--- src/hw/rtl/parsimony_column_classifier_top_macros.svh ---
// Assertion macros shared by the column classifier RTL.
// Needs clk and rst_n in the scope of each use; bodies drop out under SYNTH.
`ifndef PARSIMONY_COLUMN_CLASSIFIER_TOP_MACROS_SVH
`define PARSIMONY_COLUMN_CLASSIFIER_TOP_MACROS_SVH

`ifndef SYNTH
// Check cons in the same cycle as ante.
`define PCC_ASSERT_IMP(name, ante, cons) \
    name: assert property (@(posedge clk) disable iff (!rst_n) (ante) |-> (cons)) \
        else $error("pcc assertion failed");
// Check cons in the cycle after ante.
`define PCC_ASSERT_NEXT(name, ante, cons) \
    name: assert property (@(posedge clk) disable iff (!rst_n) (ante) |=> (cons)) \
        else $error("pcc assertion failed");
`else
`define PCC_ASSERT_IMP(name, ante, cons)
`define PCC_ASSERT_NEXT(name, ante, cons)
`endif

`endif

--- src/hw/rtl/pcc_pkg.sv ---
// Shared widths, codes and the column summary type for the column classifier.
// No dependencies; imported by every module of the block.
`default_nettype none

package pcc_pkg;

    // Field widths
    localparam int CODE_W   = 21;
    localparam int WEIGHT_W = 16;
    localparam int COST_W   = 8;
    localparam int OFFSET_W = 32;
    localparam int PROD_W   = WEIGHT_W + COST_W;

    // Column geometry
    localparam int N_STATES = 20;
    localparam int MAX_TAXA = 256;
    localparam int TAXA_W   = $clog2(MAX_TAXA + 1);

    // Summary queue between front and back; depth is a power of two
    localparam int QDEPTH = 2;
    localparam int QPTR_W = $clog2(QDEPTH);
    localparam int QCNT_W = $clog2(QDEPTH + 1);

    // State masks and gap codes per alphabet
    localparam logic [N_STATES-1:0] AA_STATE_MASK = 20'hFFFFF;
    localparam logic [N_STATES-1:0] NT_STATE_MASK = 20'h0000F;
    localparam logic [CODE_W-1:0]   AA_GAP_CODE   = 21'h1FFFFF;
    localparam logic [CODE_W-1:0]   NT_GAP_CODE   = 21'h00001F;

    // Configuration register indexes
    localparam int CFG_IDX_W = 1;
    localparam logic [CFG_IDX_W-1:0] REG_SEQ_IS_PROTEIN   = 1'b0;
    localparam logic [CFG_IDX_W-1:0] REG_INFORMATIVE_ONLY = 1'b1;

    // One closed column, handed from front to back
    typedef struct packed {
        logic                keep;
        logic                undet;
        logic                inform;
        logic                drop;
        logic                fresh;
        logic [COST_W-1:0]   cost;
        logic [WEIGHT_W-1:0] weight;
    } summary_t;

endpackage

`default_nettype wire

--- src/hw/rtl/pcc_front.sv ---
// Front end: takes one taxon beat per cycle while the queue is not full, folds counts
// and the Fitch set, and pushes a column summary on the last taxon. Uses pcc_pkg and the macros.
`default_nettype none
`include "parsimony_column_classifier_top_macros.svh"

module pcc_front
    import pcc_pkg::*;
(
    input  logic                clk,
    input  logic                rst_n,
    input  logic                seq_is_protein,
    input  logic                informative_only,
    input  logic                in_valid,
    output logic                in_ready,
    input  logic [CODE_W-1:0]   taxon_code,
    input  logic [WEIGHT_W-1:0] column_weight,
    input  logic                last_taxon,
    input  logic                new_alignment,
    input  logic                q_full,
    output logic                push,
    output summary_t            summary
);

    logic [1:0]          cnt_reg [N_STATES];
    logic [1:0]          cnt_next [N_STATES];
    logic [1:0]          rep_reg, rep_next;
    logic                any_unamb_reg, any_unamb_next;
    logic                any_state_reg, any_state_next;
    logic [CODE_W-1:0]   fitch_set_reg, fitch_set_next;
    logic                started_reg, started_next;
    logic [COST_W-1:0]   changes_reg, changes_next;
    logic [TAXA_W-1:0]   taxa_reg;
    logic                fresh_reg;

    logic                in_fire;
    logic                counted;
    logic [N_STATES-1:0] alpha_mask;
    logic [CODE_W-1:0]   gap_code;
    logic [N_STATES-1:0] bits;
    logic                nonzero;
    logic                one_hot;
    logic                rep_hit;
    logic                is_gap;
    logic                fold;

    assign in_ready = !q_full;
    assign in_fire  = in_valid && in_ready;
    assign counted  = taxa_reg < TAXA_W'(MAX_TAXA);

    // Decode the state bits of the current alphabet
    assign alpha_mask = seq_is_protein ? AA_STATE_MASK : NT_STATE_MASK;
    assign gap_code   = seq_is_protein ? AA_GAP_CODE : NT_GAP_CODE;
    assign bits       = taxon_code[N_STATES-1:0] & alpha_mask;
    assign nonzero    = bits != '0;
    assign one_hot    = nonzero && ((bits & (bits - N_STATES'(1))) == '0);
    assign is_gap     = taxon_code == gap_code;
    assign fold       = counted && !is_gap;

    // Bump the saturating count of an unambiguous state
    always_comb
    begin
        rep_hit = 1'b0;
        for (int i = 0; i < N_STATES; i++)
        begin
            cnt_next[i] = cnt_reg[i];
            if (counted && one_hot && bits[i])
            begin
                if (cnt_reg[i] != 2'd3)
                begin
                    cnt_next[i] = cnt_reg[i] + 2'd1;
                end
                if (cnt_reg[i] == 2'd1)
                begin
                    rep_hit = 1'b1;
                end
            end
        end
    end

    // Track states seen twice, saturating at two
    assign rep_next       = (rep_hit && rep_reg != 2'd2) ? rep_reg + 2'd1 : rep_reg;
    assign any_unamb_next = any_unamb_reg || (counted && one_hot);
    assign any_state_next = any_state_reg || (counted && nonzero);

    // Fold the Fitch set left to right over non-gap taxa
    always_comb
    begin
        fitch_set_next = fitch_set_reg;
        started_next   = started_reg;
        changes_next   = changes_reg;
        if (fold)
        begin
            if (!started_reg)
            begin
                fitch_set_next = taxon_code;
                started_next   = 1'b1;
            end
            else if ((fitch_set_reg & taxon_code) == '0)
            begin
                fitch_set_next = fitch_set_reg | taxon_code;
                if (changes_reg != '1)
                begin
                    changes_next = changes_reg + COST_W'(1);
                end
            end
            else
            begin
                fitch_set_next = fitch_set_reg & taxon_code;
            end
        end
    end

    // Build the column summary from the updated state
    always_comb
    begin
        summary.undet  = !any_state_next;
        summary.inform = !any_unamb_next || (rep_next == 2'd2);
        summary.keep   = !summary.undet && (!informative_only || summary.inform);
        summary.drop   = !summary.undet && informative_only && !summary.inform;
        summary.fresh  = fresh_reg || new_alignment;
        summary.cost   = changes_next;
        summary.weight = column_weight;
    end

    assign push = in_fire && last_taxon;

    // Advance column state; clear it when the column closes
    always_ff @(posedge clk or negedge rst_n)
    begin
        if (!rst_n)
        begin
            for (int i = 0; i < N_STATES; i++)
            begin
                cnt_reg[i] <= '0;
            end
            rep_reg       <= '0;
            any_unamb_reg <= 1'b0;
            any_state_reg <= 1'b0;
            fitch_set_reg <= '0;
            started_reg   <= 1'b0;
            changes_reg   <= '0;
            taxa_reg      <= '0;
            fresh_reg     <= 1'b0;
        end
        else if (in_fire)
        begin
            if (last_taxon)
            begin
                for (int i = 0; i < N_STATES; i++)
                begin
                    cnt_reg[i] <= '0;
                end
                rep_reg       <= '0;
                any_unamb_reg <= 1'b0;
                any_state_reg <= 1'b0;
                fitch_set_reg <= '0;
                started_reg   <= 1'b0;
                changes_reg   <= '0;
                taxa_reg      <= '0;
                fresh_reg     <= 1'b0;
            end
            else
            begin
                for (int i = 0; i < N_STATES; i++)
                begin
                    cnt_reg[i] <= cnt_next[i];
                end
                rep_reg       <= rep_next;
                any_unamb_reg <= any_unamb_next;
                any_state_reg <= any_state_next;
                fitch_set_reg <= fitch_set_next;
                started_reg   <= started_next;
                changes_reg   <= changes_next;
                taxa_reg      <= counted ? taxa_reg + TAXA_W'(1) : taxa_reg;
                fresh_reg     <= fresh_reg || new_alignment;
            end
        end
    end

    `PCC_ASSERT_IMP(a_push_room, push, !q_full)
    `PCC_ASSERT_IMP(a_taxa_bound, 1'b1, taxa_reg <= TAXA_W'(MAX_TAXA))
    `PCC_ASSERT_NEXT(a_column_clear, push, taxa_reg == '0 && !started_reg && rep_reg == '0)

endmodule

`default_nettype wire

--- src/hw/rtl/pcc_queue.sv ---
// Short summary queue between the front and back ends.
// Uses pcc_pkg for the entry type and depth.
`default_nettype none

module pcc_queue
    import pcc_pkg::*;
(
    input  logic     clk,
    input  logic     rst_n,
    input  logic     push,
    input  summary_t push_data,
    output logic     full,
    input  logic     pop,
    output logic     head_valid,
    output summary_t head
);

    summary_t          mem_reg [QDEPTH];
    logic [QPTR_W-1:0] wr_ptr_reg;
    logic [QPTR_W-1:0] rd_ptr_reg;
    logic [QCNT_W-1:0] count_reg;
    logic              do_push;
    logic              do_pop;

    assign full       = count_reg == QCNT_W'(QDEPTH);
    assign head_valid = count_reg != '0;
    assign head       = mem_reg[rd_ptr_reg];
    assign do_push    = push && !full;
    assign do_pop     = pop && head_valid;

    // Store an entry
    always_ff @(posedge clk)
    begin
        if (do_push)
        begin
            mem_reg[wr_ptr_reg] <= push_data;
        end
    end

    // Advance pointers and fill count
    always_ff @(posedge clk or negedge rst_n)
    begin
        if (!rst_n)
        begin
            wr_ptr_reg <= '0;
            rd_ptr_reg <= '0;
            count_reg  <= '0;
        end
        else
        begin
            if (do_push)
            begin
                wr_ptr_reg <= wr_ptr_reg + QPTR_W'(1);
            end
            if (do_pop)
            begin
                rd_ptr_reg <= rd_ptr_reg + QPTR_W'(1);
            end
            if (do_push && !do_pop)
            begin
                count_reg <= count_reg + QCNT_W'(1);
            end
            else if (do_pop && !do_push)
            begin
                count_reg <= count_reg - QCNT_W'(1);
            end
        end
    end

endmodule

`default_nettype wire

--- src/hw/rtl/pcc_back.sv ---
// Back end: weights the cost of dropped columns, folds the saturating offset
// and holds the result beat. Uses pcc_pkg and the macros.
`default_nettype none
`include "parsimony_column_classifier_top_macros.svh"

module pcc_back
    import pcc_pkg::*;
(
    input  logic                clk,
    input  logic                rst_n,
    input  logic                q_valid,
    input  summary_t            q_head,
    output logic                q_pop,
    output logic                out_valid,
    input  logic                out_ready,
    output logic                keep_column,
    output logic                undetermined,
    output logic                informative,
    output logic [COST_W-1:0]   column_cost,
    output logic [OFFSET_W-1:0] cost_offset
);

    logic                s1_valid_reg;
    logic                s1_keep_reg;
    logic                s1_undet_reg;
    logic                s1_inform_reg;
    logic                s1_drop_reg;
    logic                s1_fresh_reg;
    logic [COST_W-1:0]   s1_cost_reg;
    logic [PROD_W-1:0]   s1_prod_reg;
    logic [PROD_W-1:0]   prod;

    logic                out_valid_reg;
    logic                keep_reg;
    logic                undet_reg;
    logic                inform_reg;
    logic [COST_W-1:0]   cost_reg;
    logic [OFFSET_W-1:0] offset_reg;
    logic [OFFSET_W-1:0] offset_next;
    logic [OFFSET_W-1:0] base;
    logic [OFFSET_W:0]   sum;

    logic                out_load;
    logic                s1_ready;

    assign out_load = s1_valid_reg && (!out_valid_reg || out_ready);
    assign s1_ready = !s1_valid_reg || out_load;
    assign q_pop    = q_valid && s1_ready;

    // Weight the cost only for a dropped column
    assign prod = q_head.drop ? PROD_W'(q_head.weight) * PROD_W'(q_head.cost) : '0;

    // Stage one: register the product
    always_ff @(posedge clk or negedge rst_n)
    begin
        if (!rst_n)
        begin
            s1_valid_reg <= 1'b0;
        end
        else if (s1_ready)
        begin
            s1_valid_reg <= q_valid;
        end
    end

    always_ff @(posedge clk)
    begin
        if (q_pop)
        begin
            s1_keep_reg   <= q_head.keep;
            s1_undet_reg  <= q_head.undet;
            s1_inform_reg <= q_head.inform;
            s1_drop_reg   <= q_head.drop;
            s1_fresh_reg  <= q_head.fresh;
            s1_cost_reg   <= q_head.cost;
            s1_prod_reg   <= prod;
        end
    end

    // Add to the offset, or start from zero on a fresh alignment, and saturate at all ones
    assign base        = s1_fresh_reg ? '0 : offset_reg;
    assign sum         = {1'b0, base} + (OFFSET_W + 1)'(s1_prod_reg);
    assign offset_next = sum[OFFSET_W] ? '1 : sum[OFFSET_W-1:0];

    // Stage two: hold the result beat until taken
    always_ff @(posedge clk or negedge rst_n)
    begin
        if (!rst_n)
        begin
            out_valid_reg <= 1'b0;
            offset_reg    <= '0;
        end
        else
        begin
            if (out_load)
            begin
                out_valid_reg <= 1'b1;
                offset_reg    <= offset_next;
            end
            else if (out_ready)
            begin
                out_valid_reg <= 1'b0;
            end
        end
    end

    always_ff @(posedge clk)
    begin
        if (out_load)
        begin
            keep_reg   <= s1_keep_reg;
            undet_reg  <= s1_undet_reg;
            inform_reg <= s1_inform_reg;
            cost_reg   <= s1_cost_reg;
        end
    end

    assign out_valid    = out_valid_reg;
    assign keep_column  = keep_reg;
    assign undetermined = undet_reg;
    assign informative  = inform_reg;
    assign column_cost  = cost_reg;
    assign cost_offset  = offset_reg;

    `PCC_ASSERT_IMP(a_keep_determined, out_valid_reg, !(keep_reg && undet_reg))
    `PCC_ASSERT_IMP(a_kept_no_cost, out_load && !s1_drop_reg && !s1_fresh_reg, offset_next == offset_reg)
    `PCC_ASSERT_NEXT(a_offset_grows, out_load && !s1_fresh_reg, offset_reg >= $past(offset_reg))

endmodule

`default_nettype wire

--- src/hw/rtl/parsimony_column_classifier_top.sv ---
// A column's summary is queued, then registered in stage one and the output stage.
// Throughput: one taxon beat per cycle, one column result per cycle when unstalled;
// the front takes a beat whenever the two-entry summary queue has room.
// Reset (rst_n, asynchronous, active low) clears column state, the offset, the
// queue and the output; seq_is_protein resets to 0 and informative_only to 1.
`default_nettype none

module parsimony_column_classifier_top
    import pcc_pkg::*;
(
    input  logic                 clk,
    input  logic                 rst_n,
    input  logic                 cfg_valid,
    output logic                 cfg_ready,
    input  logic [CFG_IDX_W-1:0] cfg_index,
    input  logic                 cfg_data,
    input  logic                 in_valid,
    output logic                 in_ready,
    input  logic [CODE_W-1:0]    taxon_code,
    input  logic [WEIGHT_W-1:0]  column_weight,
    input  logic                 last_taxon,
    input  logic                 new_alignment,
    output logic                 out_valid,
    input  logic                 out_ready,
    output logic                 keep_column,
    output logic                 undetermined,
    output logic                 informative,
    output logic [COST_W-1:0]    column_cost,
    output logic [OFFSET_W-1:0]  cost_offset
);

    logic     seq_is_protein_reg;
    logic     informative_only_reg;
    logic     push;
    summary_t push_data;
    logic     q_full;
    logic     q_pop;
    logic     q_valid;
    summary_t q_head;

    assign cfg_ready = 1'b1;

    // Decode configuration writes
    always_ff @(posedge clk or negedge rst_n)
    begin
        if (!rst_n)
        begin
            seq_is_protein_reg   <= 1'b0;
            informative_only_reg <= 1'b1;
        end
        else if (cfg_valid && cfg_ready)
        begin
            unique case (cfg_index)
                REG_SEQ_IS_PROTEIN:   seq_is_protein_reg   <= cfg_data;
                REG_INFORMATIVE_ONLY: informative_only_reg <= cfg_data;
                default:              ;
            endcase
        end
    end

    pcc_front u_front (
        .clk              (clk),
        .rst_n            (rst_n),
        .seq_is_protein   (seq_is_protein_reg),
        .informative_only (informative_only_reg),
        .in_valid         (in_valid),
        .in_ready         (in_ready),
        .taxon_code       (taxon_code),
        .column_weight    (column_weight),
        .last_taxon       (last_taxon),
        .new_alignment    (new_alignment),
        .q_full           (q_full),
        .push             (push),
        .summary          (push_data)
    );

    pcc_queue u_queue (
        .clk        (clk),
        .rst_n      (rst_n),
        .push       (push),
        .push_data  (push_data),
        .full       (q_full),
        .pop        (q_pop),
        .head_valid (q_valid),
        .head       (q_head)
    );

    pcc_back u_back (
        .clk          (clk),
        .rst_n        (rst_n),
        .q_valid      (q_valid),
        .q_head       (q_head),
        .q_pop        (q_pop),
        .out_valid    (out_valid),
        .out_ready    (out_ready),
        .keep_column  (keep_column),
        .undetermined (undetermined),
        .informative  (informative),
        .column_cost  (column_cost),
        .cost_offset  (cost_offset)
    );

endmodule

`default_nettype wire
--- config.mk ---
export PLATFORM = sky130hd
export DESIGN_NAME = parsimony_column_classifier_top
export DESIGN_NICKNAME = d
export VERILOG_FILES = /design/src/hw/rtl/pcc_pkg.sv /design/src/hw/rtl/pcc_front.sv /design/src/hw/rtl/pcc_queue.sv /design/src/hw/rtl/pcc_back.sv /design/src/hw/rtl/parsimony_column_classifier_top.sv
export VERILOG_INCLUDE_DIRS = /design/src /design/src/hw/rtl
export SDC_FILE = /design/constraint.sdc
export NUM_CORES = 1
export LEC_CHECK = 0
export ABC_AREA = 1
export CAP_MARGIN = 20
export CORE_ASPECT_RATIO = 0.75
export CORE_MARGIN = 4
export CORE_UTILIZATION = 59
export DETAILED_ROUTE_END_ITERATION = 10
export DONT_BUFFER_PORTS = 1
export PLACE_DENSITY = 0.78
export SKIP_CTS_REPAIR_TIMING = 1
export SLEW_MARGIN = 10
export SYNTH_ARGS = -nofsm -noshare
export SYNTH_HDL_FRONTEND = slang
export SYNTH_SLANG_ARGS = --single-unit
--- constraint.sdc ---
create_clock -name clk -period 6 [get_ports clk]
set_clock_uncertainty 0.15 [all_clocks]
set_input_delay 1.2 -clock clk [delete_from_list [all_inputs] [get_ports clk]]
set_output_delay 1.2 -clock clk [all_outputs]
set_load 0.05 [all_outputs]
==> flow_summary.rst, run 1 <==
.. list-table::
   :header-rows: 1

   * - Metric
     - Value
   * - Number of max-cap violations
     - 0
   * - Clock insertion delay at the later pin of the skew report
     - 0.53 ns
   * - Overflow after GRT
     - 0
   * - Maximum clock insertion buffer count
     - 3
   * - Total global routing track utilization
     - 0.269
   * - Post-route DRC violation count
     - 0
   * - Status
     - finished, final reports clean
   * - Share of cells above drive strength 1
     - 0.0725
   * - Largest driver fanout on the critical path
     - 13
   * - Fmax
     - 0.176 GHz
   * - Mean routed wirelength per cell
     - 17.7 um
   * - Critical Path Start
     - u_queue.rd_ptr_reg
   * - Cell chosen for the clock root
     - sky130_fd_sc_hd__clkbuf_16
   * - Type of element launching the critical path
     - flip-flop
   * - Number of antenna violations at the first check in global routing
     - 0
   * - Number of I/O port buffers
     - 0
   * - Storage cell area
     - 6260 um2
   * - Routability congestion estimate from global placement
     - 0.982
   * - Die Span X
     - 200 um
   * - Primary flip-flop cell chosen by synthesis mapping
     - sky130_fd_sc_hd__dfrtp_1
   * - Multi-input logic area
     - 8650 um2
   * - Flop-to-flop setup slack
     - 0.32 ns
   * - Final critical-path required period
     - 5.68 ns
   * - Pin count of the biggest net entering global routing
     - 125
   * - Std cell rows
     - 52
   * - Sequential share of the synthesized area
     - 0.385
   * - Count of warnings emitted by yosys
     - 0
   * - Start of the worst register-to-register path
     - u_queue.rd_ptr_reg
   * - Number of flip-flops under the largest register name
     - 58
   * - Post-synth EDFFs
     - 105
   * - Nature of the critical path endpoint
     - flip-flop
   * - Crit path DAT
     - 5.91 ns
   * - Mapped Cells
     - 1872
   * - Combined area of all synthesized cells
     - 16300 um2
   * - Half-perimeter wire length after placement
     - 30300 um
   * - Final cycle utilization of the critical path
     - 0.946
   * - Number of vias in the routed layout
     - 12727
   * - Drt via density
     - 5.64
   * - Synth Net Count
     - 2133
   * - Unrepaired setup endpoints after global routing
     - no
   * - Length of the first detailed-routing pass in iterations
     - 5
   * - Final-layout worst hold slack
     - 0.217 ns
   * - Global-route wire length before repair
     - 65300 um
   * - Vias in the first global route
     - 12627
   * - Slowest-stage cell, CP
     - sky130_fd_sc_hd__fa_1
   * - Die footprint
     - 30300 um2
   * - Final setup violation count
     - 0
   * - Initial core utilization
     - 0.601
   * - Count of cells along the worst register-to-register path
     - 24
   * - Share of flip-flops with an asynchronous set or reset
     - 0.541
   * - Setup tns final
     - 0 ns
   * - Worst Setup Path Type
     - reg -> reg
   * - TritonCTS Buffers
     - 25
   * - Required time reported for the critical path endpoint
     - 6.23 ns
   * - Synthesized area per cell
     - 8.68 um2
   * - Number of distinct library cell variants in the gate-level netlist after synthesis
     - 54
   * - Max Transition Viols Final
     - 0
   * - Clock slew seen by the registers of the worst setup and hold paths
     - 0.06 ns
   * - FF-to-FF End
     - u_back.s1_prod_reg[23]
   * - Cell chain of the critical path
     - inv_2 > buf_4 > or2_2 > o21ai_1 > inv_1 > nand2_1 > fa_1 > fa_1 > inv_1 > fa_1 > fa_1 > ha_1 > nand2_1 > nand2_1 > a21oi_2 > o21ai_2 > a21oi_2 > o21ai_1 > nand3_1 > nand2_1 > a21boi_2 > o21ai_0 > or2_1 > a21oi_1
   * - Register bit total from synthesis
     - 229
   * - Area grow syn2layout
     - 8.04%
   * - Antenna violation net count after detailed routing
     - 0
   * - Total Nets Final
     - 2146
   * - Area inside the core boundary
     - 27100 um2
   * - Number of sinks handled by clock tree synthesis
     - 229
   * - Initial DRC count
     - 1053
   * - Path category of the worst min-delay check
     - in -> async
   * - Buffers & Inverters on Critical Path
     - 4
   * - Worst path max stage delay
     - 0.51 ns
   * - Slew at the pin closest to its max-slew limit
     - 1.01 ns
   * - Worst slew margin relative to its limit
     - 0.327
   * - DRT Wirelength
     - 39800 um
   * - Filler cells
     - 2168
   * - Number of top-level pins
     - 92
   * - Category of cells accounting for the largest share of critical-path delay
     - adder cells
   * - Final Hold Fails
     - 0
   * - H-tree levels
     - 1
   * - CTS tree
     - yes
   * - Y dimension of the die
     - 152 um
logic make-up after synthesis:
logic type                 after synthesis  share of synthesized area
DFF                                    229                      0.385
adders and majority gates              215                      0.205
xor gates and xnor gates                37                     0.0199
muxes                                    4                    0.00246
and+or+nand+nor                        712                      0.190
other                                    1                   0.000231
AOI/OAI and AO/OA                      316                      0.114
buffers and inverters                  358                     0.0841
metrics by stage:
step / setup slack (ns) / std cells / util / cell area (um2)
2_1_floorplan: 0.373 / 1872 / - / 16300
3_3_place_gp: 0.290 / 2209 / 0.618 / 16700
3_5_place_dp: 0.128 / 2209 / 0.618 / 16700
4_1_cts: 0.0926 / 2254 / 0.648 / 17500
5_1_grt: 0.00421 / 2254 / 0.649 / 17600
6_report: 0.323 / 2256 / 0.649 / 17600
synth_stat cells, types with 3 or more instances:
library cell	n	area (um2)
sky130_fd_sc_hd__nor2_2	5	31.3
sky130_fd_sc_hd__o22ai_1	13	81.3
sky130_fd_sc_hd__nor4_2	5	62.6
sky130_fd_sc_hd__xor2_1	19	166
sky130_fd_sc_hd__edfxtp_1	105	3150
sky130_fd_sc_hd__o32ai_1	21	184
sky130_fd_sc_hd__nor2_4	4	45.0
sky130_fd_sc_hd__or2_2	26	163
sky130_fd_sc_hd__nand3_2	6	60.1
sky130_fd_sc_hd__clkbuf_1	34	128
sky130_fd_sc_hd__inv_1	311	1170
sky130_fd_sc_hd__nand4_1	18	113
sky130_fd_sc_hd__o21a_1	10	75.1
sky130_fd_sc_hd__nor4_1	17	106
sky130_fd_sc_hd__fa_1	85	1700
sky130_fd_sc_hd__nor2_1	226	848
sky130_fd_sc_hd__nand3b_1	5	37.5
sky130_fd_sc_hd__o21ai_0	82	410
sky130_fd_sc_hd__nand2_2	5	31.3
sky130_fd_sc_hd__buf_1	4	15.0
sky130_fd_sc_hd__a21oi_1	117	586
sky130_fd_sc_hd__inv_2	3	11.3
sky130_fd_sc_hd__a31oi_1	11	68.8
sky130_fd_sc_hd__nand2_1	321	1200
sky130_fd_sc_hd__o21ai_1	15	75.1
sky130_fd_sc_hd__a21o_1	5	37.5
sky130_fd_sc_hd__o31ai_1	12	90.1
sky130_fd_sc_hd__buf_2	3	15.0
sky130_fd_sc_hd__nor3_1	20	100
sky130_fd_sc_hd__dfrtp_1	123	3080
sky130_fd_sc_hd__mux2i_1	4	40.0
sky130_fd_sc_hd__nand3_1	47	235
sky130_fd_sc_hd__xnor2_1	18	158
sky130_fd_sc_hd__a22oi_1	18	135
sky130_fd_sc_hd__ha_1	130	1630
layout make-up:
type,instances,area share
Clock buffer,32,0.0377
Multi-Input combinational cell,1285,0.493
Inverter,314,0.0671
Tap cell,351,0.0250
Timing Repair Buffer,30,0.0133
Antenna cell,2,0.000285
Sequential cell,229,0.356
Clock inverter,13,0.00755
cell usage in the layout, fill, tap and decap left out, drive strengths merged, types with 11 or more instances in the layout:
| cell type | n |
|---|---|
| nand4 | 18 |
| nand3 | 53 |
| dfrtp | 123 |
| o32ai | 21 |
| nor2 | 235 |
| clkbuf | 32 |
| edfxtp | 105 |
| nor4 | 22 |
| a22oi | 18 |
| nand2 | 327 |
| fa | 85 |
| ha | 130 |
| inv | 317 |
| a31oi | 11 |
| or2 | 28 |
| o21ai | 98 |
| nor3 | 20 |
| o31ai | 12 |
| xor2 | 19 |
| xnor2 | 18 |
| a21oi | 117 |
| o22ai | 13 |
| buf | 30 |
worst register-to-register path, delay by kind of cell, from the launching register on:
family	cells	cell delay, ns
adders and majority gates	5	2.30
AOI/OAI and AO/OA	8	1.23
and+or+nand+nor	7	0.97
buffers and inverters	4	0.51
DFF	1	0.39
per-layer routing:
metal  share of wire  vias to the layer above  GRT usage
met5               0                        -          0
met4           0.012                        0     0.0380
met3            0.11                       50     0.0822
met2            0.42                      496      0.391
met1            0.46                     6015      0.410
li1                -                     6166          -
how the worst max path moves through the flow:
stage                              to  depth (start not counted)
2_1_floorplan  u_back.s1_prod_reg[23]                         27
3_3_place_gp   u_back.s1_prod_reg[20]                         23
3_5_place_dp   u_back.s1_prod_reg[20]                         23
4_1_cts        u_back.s1_prod_reg[23]                         24
5_1_grt        u_back.s1_prod_reg[23]                         22
6_report       u_back.s1_prod_reg[23]                         24
Power of run 1 is not shown: default switching activity piles up to over one toggle a cycle in this logic, so the estimate is an artifact.
==> run 2: changes to the inputs <==
- PLACE_DENSITY: 0.78 -> default
- PLACE_DENSITY_LB_ADDON: default -> 0.08
==> flow_summary.rst, run 2 (synthesis gave the netlist of run 1 again) <==
.. list-table::
   :header-rows: 1

   * - Metric
     - Value
   * - Cell chosen for the clock root
     - sky130_fd_sc_hd__clkbuf_16
   * - Number of max-cap violations
     - 0 (unchanged)
   * - Nature of the critical path endpoint
     - flip-flop
   * - Half-perimeter wire length after placement
     - 30000 um (-1.2%)
   * - Max Transition Viols Final
     - 0 (unchanged)
   * - Final std cells w/o fill
     - 2256 (unchanged)
   * - Inst Count DP
     - 2211 (+0.091%)
   * - Overflow after GRT
     - 0 (unchanged)
   * - Filler cells
     - 2259 (+4.2%)
   * - Final setup violation count
     - 0 (unchanged)
   * - Initial DRC count
     - 1028 (-2.4%)
   * - Die footprint
     - 30300 um2 (unchanged)
   * - Final worst setup slack
     - 0.350 ns (+0.0270 ns)
   * - Clock insertion delay at the later pin of the skew report
     - 0.53 ns (about the same)
   * - Slowest-stage cell, CP
     - sky130_fd_sc_hd__fa_1
   * - Die Span X
     - 200 um (unchanged)
   * - Largest driver fanout on the critical path
     - 11 (-2)
   * - Maximum clock insertion buffer count
     - 3 (unchanged)
   * - Worst Setup Path Type
     - reg -> reg
   * - Mean routed wirelength per cell
     - 17.3 um (-2.0%)
   * - DRT Wirelength
     - 39000 um (-2.0%)
   * - Storage cell area
     - 6260 um2 (unchanged)
   * - Area inside the core boundary
     - 27100 um2 (unchanged)
   * - Multi-input logic area
     - 8670 um2 (+0.22%)
   * - Length of the first detailed-routing pass in iterations
     - 6 (+1)
   * - Worst slew margin relative to its limit
     - 0.313 (-0.0139)
   * - Final cycle utilization of the critical path
     - 0.942 (-0.00451)
   * - Initial core utilization
     - 0.601 (unchanged)
   * - Path category of the worst min-delay check
     - in -> async
   * - CTS tree
     - yes
   * - Slew at the pin closest to its max-slew limit
     - 1.03 ns (+0.0208 ns)
   * - Top library cells by usage in the layout, fill and taps aside
     - sky130_fd_sc_hd__nand2_1 (321), sky130_fd_sc_hd__inv_1 (310), sky130_fd_sc_hd__nor2_1 (223), sky130_fd_sc_hd__ha_1 (129), sky130_fd_sc_hd__dfrtp_1 (123)
   * - Number of antenna violations at the first check in global routing
     - 0 (unchanged)
   * - Pin count of the biggest net entering global routing
     - 125 (unchanged)
   * - Cell chain of the critical path
     - inv_1 > buf_4 > or2_2 > o21ai_0 > or2_2 > fa_1 > fa_1 > inv_1 > fa_1 > fa_1 > ha_1 > nand2_1 > nand2_1 > a21oi_2 > o21ai_2 > a21oi_2 > o21ai_1 > nand3_1 > nand2_1 > a21boi_2 > o21ai_0 > or2_1 > a21oi_1
   * - Routability congestion estimate from global placement
     - 0.944 (-3.9%)
   * - Number of sinks handled by clock tree synthesis
     - 229 (unchanged)
   * - Final critical-path required period
     - 5.65 ns (-0.0270 ns)
   * - Number of vias in the routed layout
     - 12734 (+0.055%)
   * - Type of element launching the critical path
     - flip-flop
   * - Required time reported for the critical path endpoint
     - 6.24 ns (about the same)
   * - Most common cell after layout, fill and taps aside
     - sky130_fd_sc_hd__nand2_1
   * - Number of I/O port buffers
     - 0 (unchanged)
   * - Number of diodes added for antenna fixing
     - 0 (-2)
   * - Y dimension of the die
     - 152 um (unchanged)
   * - Crit-path most repeated cell
     - sky130_fd_sc_hd__fa_1
   * - Final Hold Fails
     - 0 (unchanged)
   * - Setup tns final
     - 0 ns (unchanged)
   * - Area grow syn2layout
     - 8.64%
   * - TritonCTS Buffers
     - 24 (-4.0%)
   * - Std cell rows
     - 52 (unchanged)
   * - Worst Setup Slack post-DPL
     - 0.275 ns (+0.148 ns)
   * - Number of flip-flops under the largest register name
     - 58 (unchanged)
   * - Total Nets Final
     - 2148 (+0.093%)
   * - Global-route wire length before repair
     - 63500 um (-2.7%)
   * - Antenna violation net count after detailed routing
     - 0 (unchanged)
   * - Share of cells above drive strength 1
     - 0.0745 (+0.00202)
   * - Crit path DAT
     - 5.89 ns (-0.02 ns)
   * - Total global routing track utilization
     - 0.261 (-0.00811)
   * - Clock slew seen by the registers of the worst setup and hold paths
     - 0.07 ns (about the same)
   * - Fmax
     - 0.177 GHz (+0.48%)
   * - Status
     - finished, final reports clean
   * - Number of top-level pins
     - 92 (unchanged)
   * - Vias in the first global route
     - 12182 (-3.5%)
   * - Drt via density
     - 5.64 (about the same)
   * - H-tree levels
     - 1 (unchanged)
   * - Post-route DRC violation count
     - 0 (unchanged)
   * - Worst path max stage delay
     - 0.55 ns (+0.04 ns)
-- run 2: cell count changes in the layout (fill, tap and decap cells not counted), sizes merged --
| cell | delta |
|---|---|
| buf | +3 |
| diode | -2 |
| clkinvlp | +3 |
| bufinv | +3 |
| clkbuf | -3 |
| inv | -3 |
| clkinv | -1 |
-- run 2: path summary, 6_finish.rpt --
path / endpoint / depth (start not counted) / slack (ns) / start
setup / recovery: u_back.s1_prod_reg[23] / 23 / 0.35 / u_queue.rd_ptr_reg
min in group clk: u_back.informative / 0 / 0.27 / u_back.s1_inform_reg
setup reg to reg: u_back.s1_prod_reg[23] / 23 / 0.35 / u_queue.rd_ptr_reg
hold reg to reg: u_back.informative / 0 / 0.27 / u_back.s1_inform_reg
hold / removal: u_front.fitch_set_reg[15] / 0 / 0.22 / rst_n
max in group asynchronous: informative_only_reg / 0 / 5.29 / rst_n
-- run 2: worst max-delay path, delay by kind of cell (launching register included) --
kind | cells | cell delay (ns)
adders and majority gates | 5 | 2.40
and+or+nand+nor | 7 | 1.07
buffers and inverters | 3 | 0.42
DFF | 1 | 0.37
AOI/OAI and AO/OA | 8 | 1.12
-- run 2: area by class of cell --
class | instances | area share
multi-input combinational | 1285 | 0.491
sequential | 229 | 0.354
inverter | 314 | 0.0667
clock buffer | 29 | 0.0368
tap | 351 | 0.0249
timing repair buffer | 33 | 0.0140
clock inverter | 15 | 0.0120
-- run 2: layer usage --
| layer | vias up | wire, um | GRT usage |
|---|---|---|---|
| met4 | 0 | 641 | 0.0428 |
| met5 | - | 0 | 0 |
| li1 | 6157 | - | - |
| met1 | 6066 | 18900 | 0.418 |
| met2 | 465 | 15800 | 0.365 |
| met3 | 46 | 3670 | 0.0634 |
-- run 2: through the flow --
stage          instance area [um2]  hold WS (ns)  utilization
6_report                     17700         0.216        0.652
5_1_grt                      17700         0.185        0.652
4_1_cts                      17600         0.185        0.651
3_5_place_dp                 16800         0.257        0.619
3_3_place_gp                 16800         0.255        0.619
2_1_floorplan                16300         0.250            -
Power of run 2 is left out for the same reason.
==> run 3: changes to the inputs <==
- CORE_ASPECT_RATIO: 0.75 -> default
==> flow_summary.rst, run 3 (synthesis gave the netlist of run 1 again) <==
.. list-table::
   :header-rows: 1

   * - Metric
     - Value
   * - Status
     - finished, final reports clean
   * - Final cycle utilization of the critical path
     - 0.937 (-0.00462)
   * - Worst Setup Path Type
     - reg -> reg
   * - Initial DRC count
     - 900 (-12%)
   * - Path category of the worst min-delay check
     - in -> async
   * - Length of the first detailed-routing pass in iterations
     - 7 (+1)
   * - Worst slew margin relative to its limit
     - 0.233 (-0.0805)
   * - Nature of the critical path endpoint
     - flip-flop
   * - Busiest metal layer after global routing
     - met2
   * - Unrepaired setup endpoints after global routing
     - no
   * - Clock slew seen by the registers of the worst setup and hold paths
     - 0.06 ns (about the same)
   * - Die Span X
     - 174 um (-13%)
   * - Slowest-stage cell, CP
     - sky130_fd_sc_hd__fa_1
   * - Flop-to-flop setup slack
     - 0.38 ns (+0.03 ns)
   * - Number of diodes added for antenna fixing
     - 0 (unchanged)
   * - Global-route wire length before repair
     - 64800 um (+2.1%)
   * - Worst path max stage delay
     - 0.59 ns (+0.04 ns)
   * - Number of top-level pins
     - 92 (unchanged)
   * - Clock insertion delay at the later pin of the skew report
     - 0.55 ns (+0.02 ns)
   * - Antenna violation net count after detailed routing
     - 0 (unchanged)
   * - DRT Wirelength
     - 39500 um (+1.1%)
   * - Share of cells above drive strength 1
     - 0.0789 (+0.00431)
   * - Total global routing track utilization
     - 0.262 (about the same)
   * - Largest driver fanout on the critical path
     - 15 (+4)
   * - Required time reported for the critical path endpoint
     - 6.23 ns (about the same)
   * - Number of flip-flops under the largest register name
     - 58 (unchanged)
   * - CTS tree
     - yes
   * - Number of antenna violations at the first check in global routing
     - 0 (unchanged)
   * - Max Transition Viols Final
     - 0 (unchanged)
   * - Half-perimeter wire length after placement
     - 30400 um (+1.3%)
   * - Final Hold Fails
     - 0 (unchanged)
   * - TritonCTS Buffers
     - 26 (+8.3%)
   * - Setup tns final
     - 0 ns (unchanged)
   * - Cell chosen for the clock root
     - sky130_fd_sc_hd__clkbuf_16
   * - Drt via density
     - 5.66 (+0.24%)
   * - Met1 routing resource usage after global routing
     - 0.392 (-0.0263)
   * - Vias in the first global route
     - 12414 (+1.9%)
   * - FF-to-FF End
     - u_back.s1_prod_reg[23]
   * - Start of the worst register-to-register path
     - u_queue.rd_ptr_reg
   * - Final setup violation count
     - 0 (unchanged)
   * - Pin count of the biggest net entering global routing
     - 125 (unchanged)
   * - Std cell rows
     - 60 (+15%)
   * - Mean routed wirelength per cell
     - 17.5 um (+1.1%)
   * - Fmax
     - 0.178 GHz (+0.49%)
   * - Top library cells by usage in the layout, fill and taps aside
     - sky130_fd_sc_hd__nand2_1 (321), sky130_fd_sc_hd__inv_1 (311), sky130_fd_sc_hd__nor2_1 (223), sky130_fd_sc_hd__ha_1 (128), sky130_fd_sc_hd__dfrtp_1 (123)
   * - Post-route DRC violation count
     - 0 (unchanged)
   * - Met3 usage in global routing
     - 0.0522 (-0.0112)
   * - Area grow syn2layout
     - 8.74% (about the same)
   * - Initial core utilization
     - 0.601 (+0.000890)
   * - Number of sinks handled by clock tree synthesis
     - 229 (unchanged)
   * - Number of I/O port buffers
     - 0 (unchanged)
   * - Y dimension of the die
     - 174 um (+15%)
   * - Filler cells
     - 2294 (+1.5%)
   * - Number of vias in the routed layout
     - 12765 (+0.24%)
   * - Type of element launching the critical path
     - flip-flop
   * - Overflow after GRT
     - 0 (unchanged)
   * - Slew at the pin closest to its max-slew limit
     - 1.14 ns (+0.110 ns)
   * - Number of max-cap violations
     - 0 (unchanged)
   * - Routability congestion estimate from global placement
     - 0.975 (+3.3%)
   * - GR Layer Usage met2
     - 0.395 (+0.0298)
   * - Most common cell after layout, fill and taps aside
     - sky130_fd_sc_hd__nand2_1
   * - Final critical-path required period
     - 5.62 ns (-0.0277 ns)
   * - H-tree levels
     - 1 (unchanged)
   * - Area inside the core boundary
     - 27000 um2 (-0.15%)
   * - Count of cells along the worst register-to-register path
     - 25 (+8.7%)
   * - Total Nets Final
     - 2156 (+0.37%)
   * - Die footprint
     - 30300 um2 (about the same)
   * - Crit path DAT
     - 5.85 ns (-0.04 ns)
   * - Maximum clock insertion buffer count
     - 3 (unchanged)
run 3: metrics by stage:
step	util	instance area [um2]	cells	worst slack (ns)	hold WS, ns
6_report	0.654	17700	2256	0.377	0.212
5_1_grt	0.654	17700	2256	0.0126	0.187
4_1_cts	0.650	17600	2250	0.0308	0.181
3_5_place_dp	0.620	16700	2202	0.0687	0.260
3_3_place_gp	0.620	16700	2202	0.181	0.257
2_1_floorplan	-	16300	1872	0.373	0.250
run 3: how the worst max path moves through the flow:
stage / from / to / slack, ns / depth (start not counted)
3_3_place_gp: u_queue.rd_ptr_reg / u_back.s1_prod_reg[20] / 0.18 / 22
5_1_grt: u_queue.rd_ptr_reg / u_back.s1_prod_reg[23] / 0.01 / 25
4_1_cts: u_queue.rd_ptr_reg / u_back.s1_prod_reg[20] / 0.03 / 22
6_report: u_queue.rd_ptr_reg / u_back.s1_prod_reg[23] / 0.38 / 25
3_5_place_dp: u_queue.rd_ptr_reg / u_back.s1_prod_reg[20] / 0.07 / 22
2_1_floorplan: u_queue.rd_ptr_reg / u_back.s1_prod_reg[23] / 0.37 / 27
run 3: final cells by class:
cell class / instances / area, um2 / share of cell area
multi-input cells: 1285 / 8700 / 0.492
repair buffers: 39 / 300 / 0.0170
clock buffers: 39 / 739 / 0.0418
clock inverters: 9 / 72.6 / 0.00411
flip-flops and latches: 229 / 6260 / 0.354
inverters: 314 / 1180 / 0.0667
well taps: 341 / 427 / 0.0241
run 3: layer usage:
layer,vias to the layer above,routed length [um]
li1,6179,-
met1,6095,18400
met3,61,2840
met4,2,900
met5,-,34
met2,428,17300
run 3: worst max-delay path, delay by kind of cell (launching register included):
kind            cells  cell delay [ns]
flops               1             0.35
simple gates        7             0.92
buf+inv             5             0.59
compound gates      8             1.12
fa+ha+maj           5             2.33
Power of run 3 is left out for the same reason.
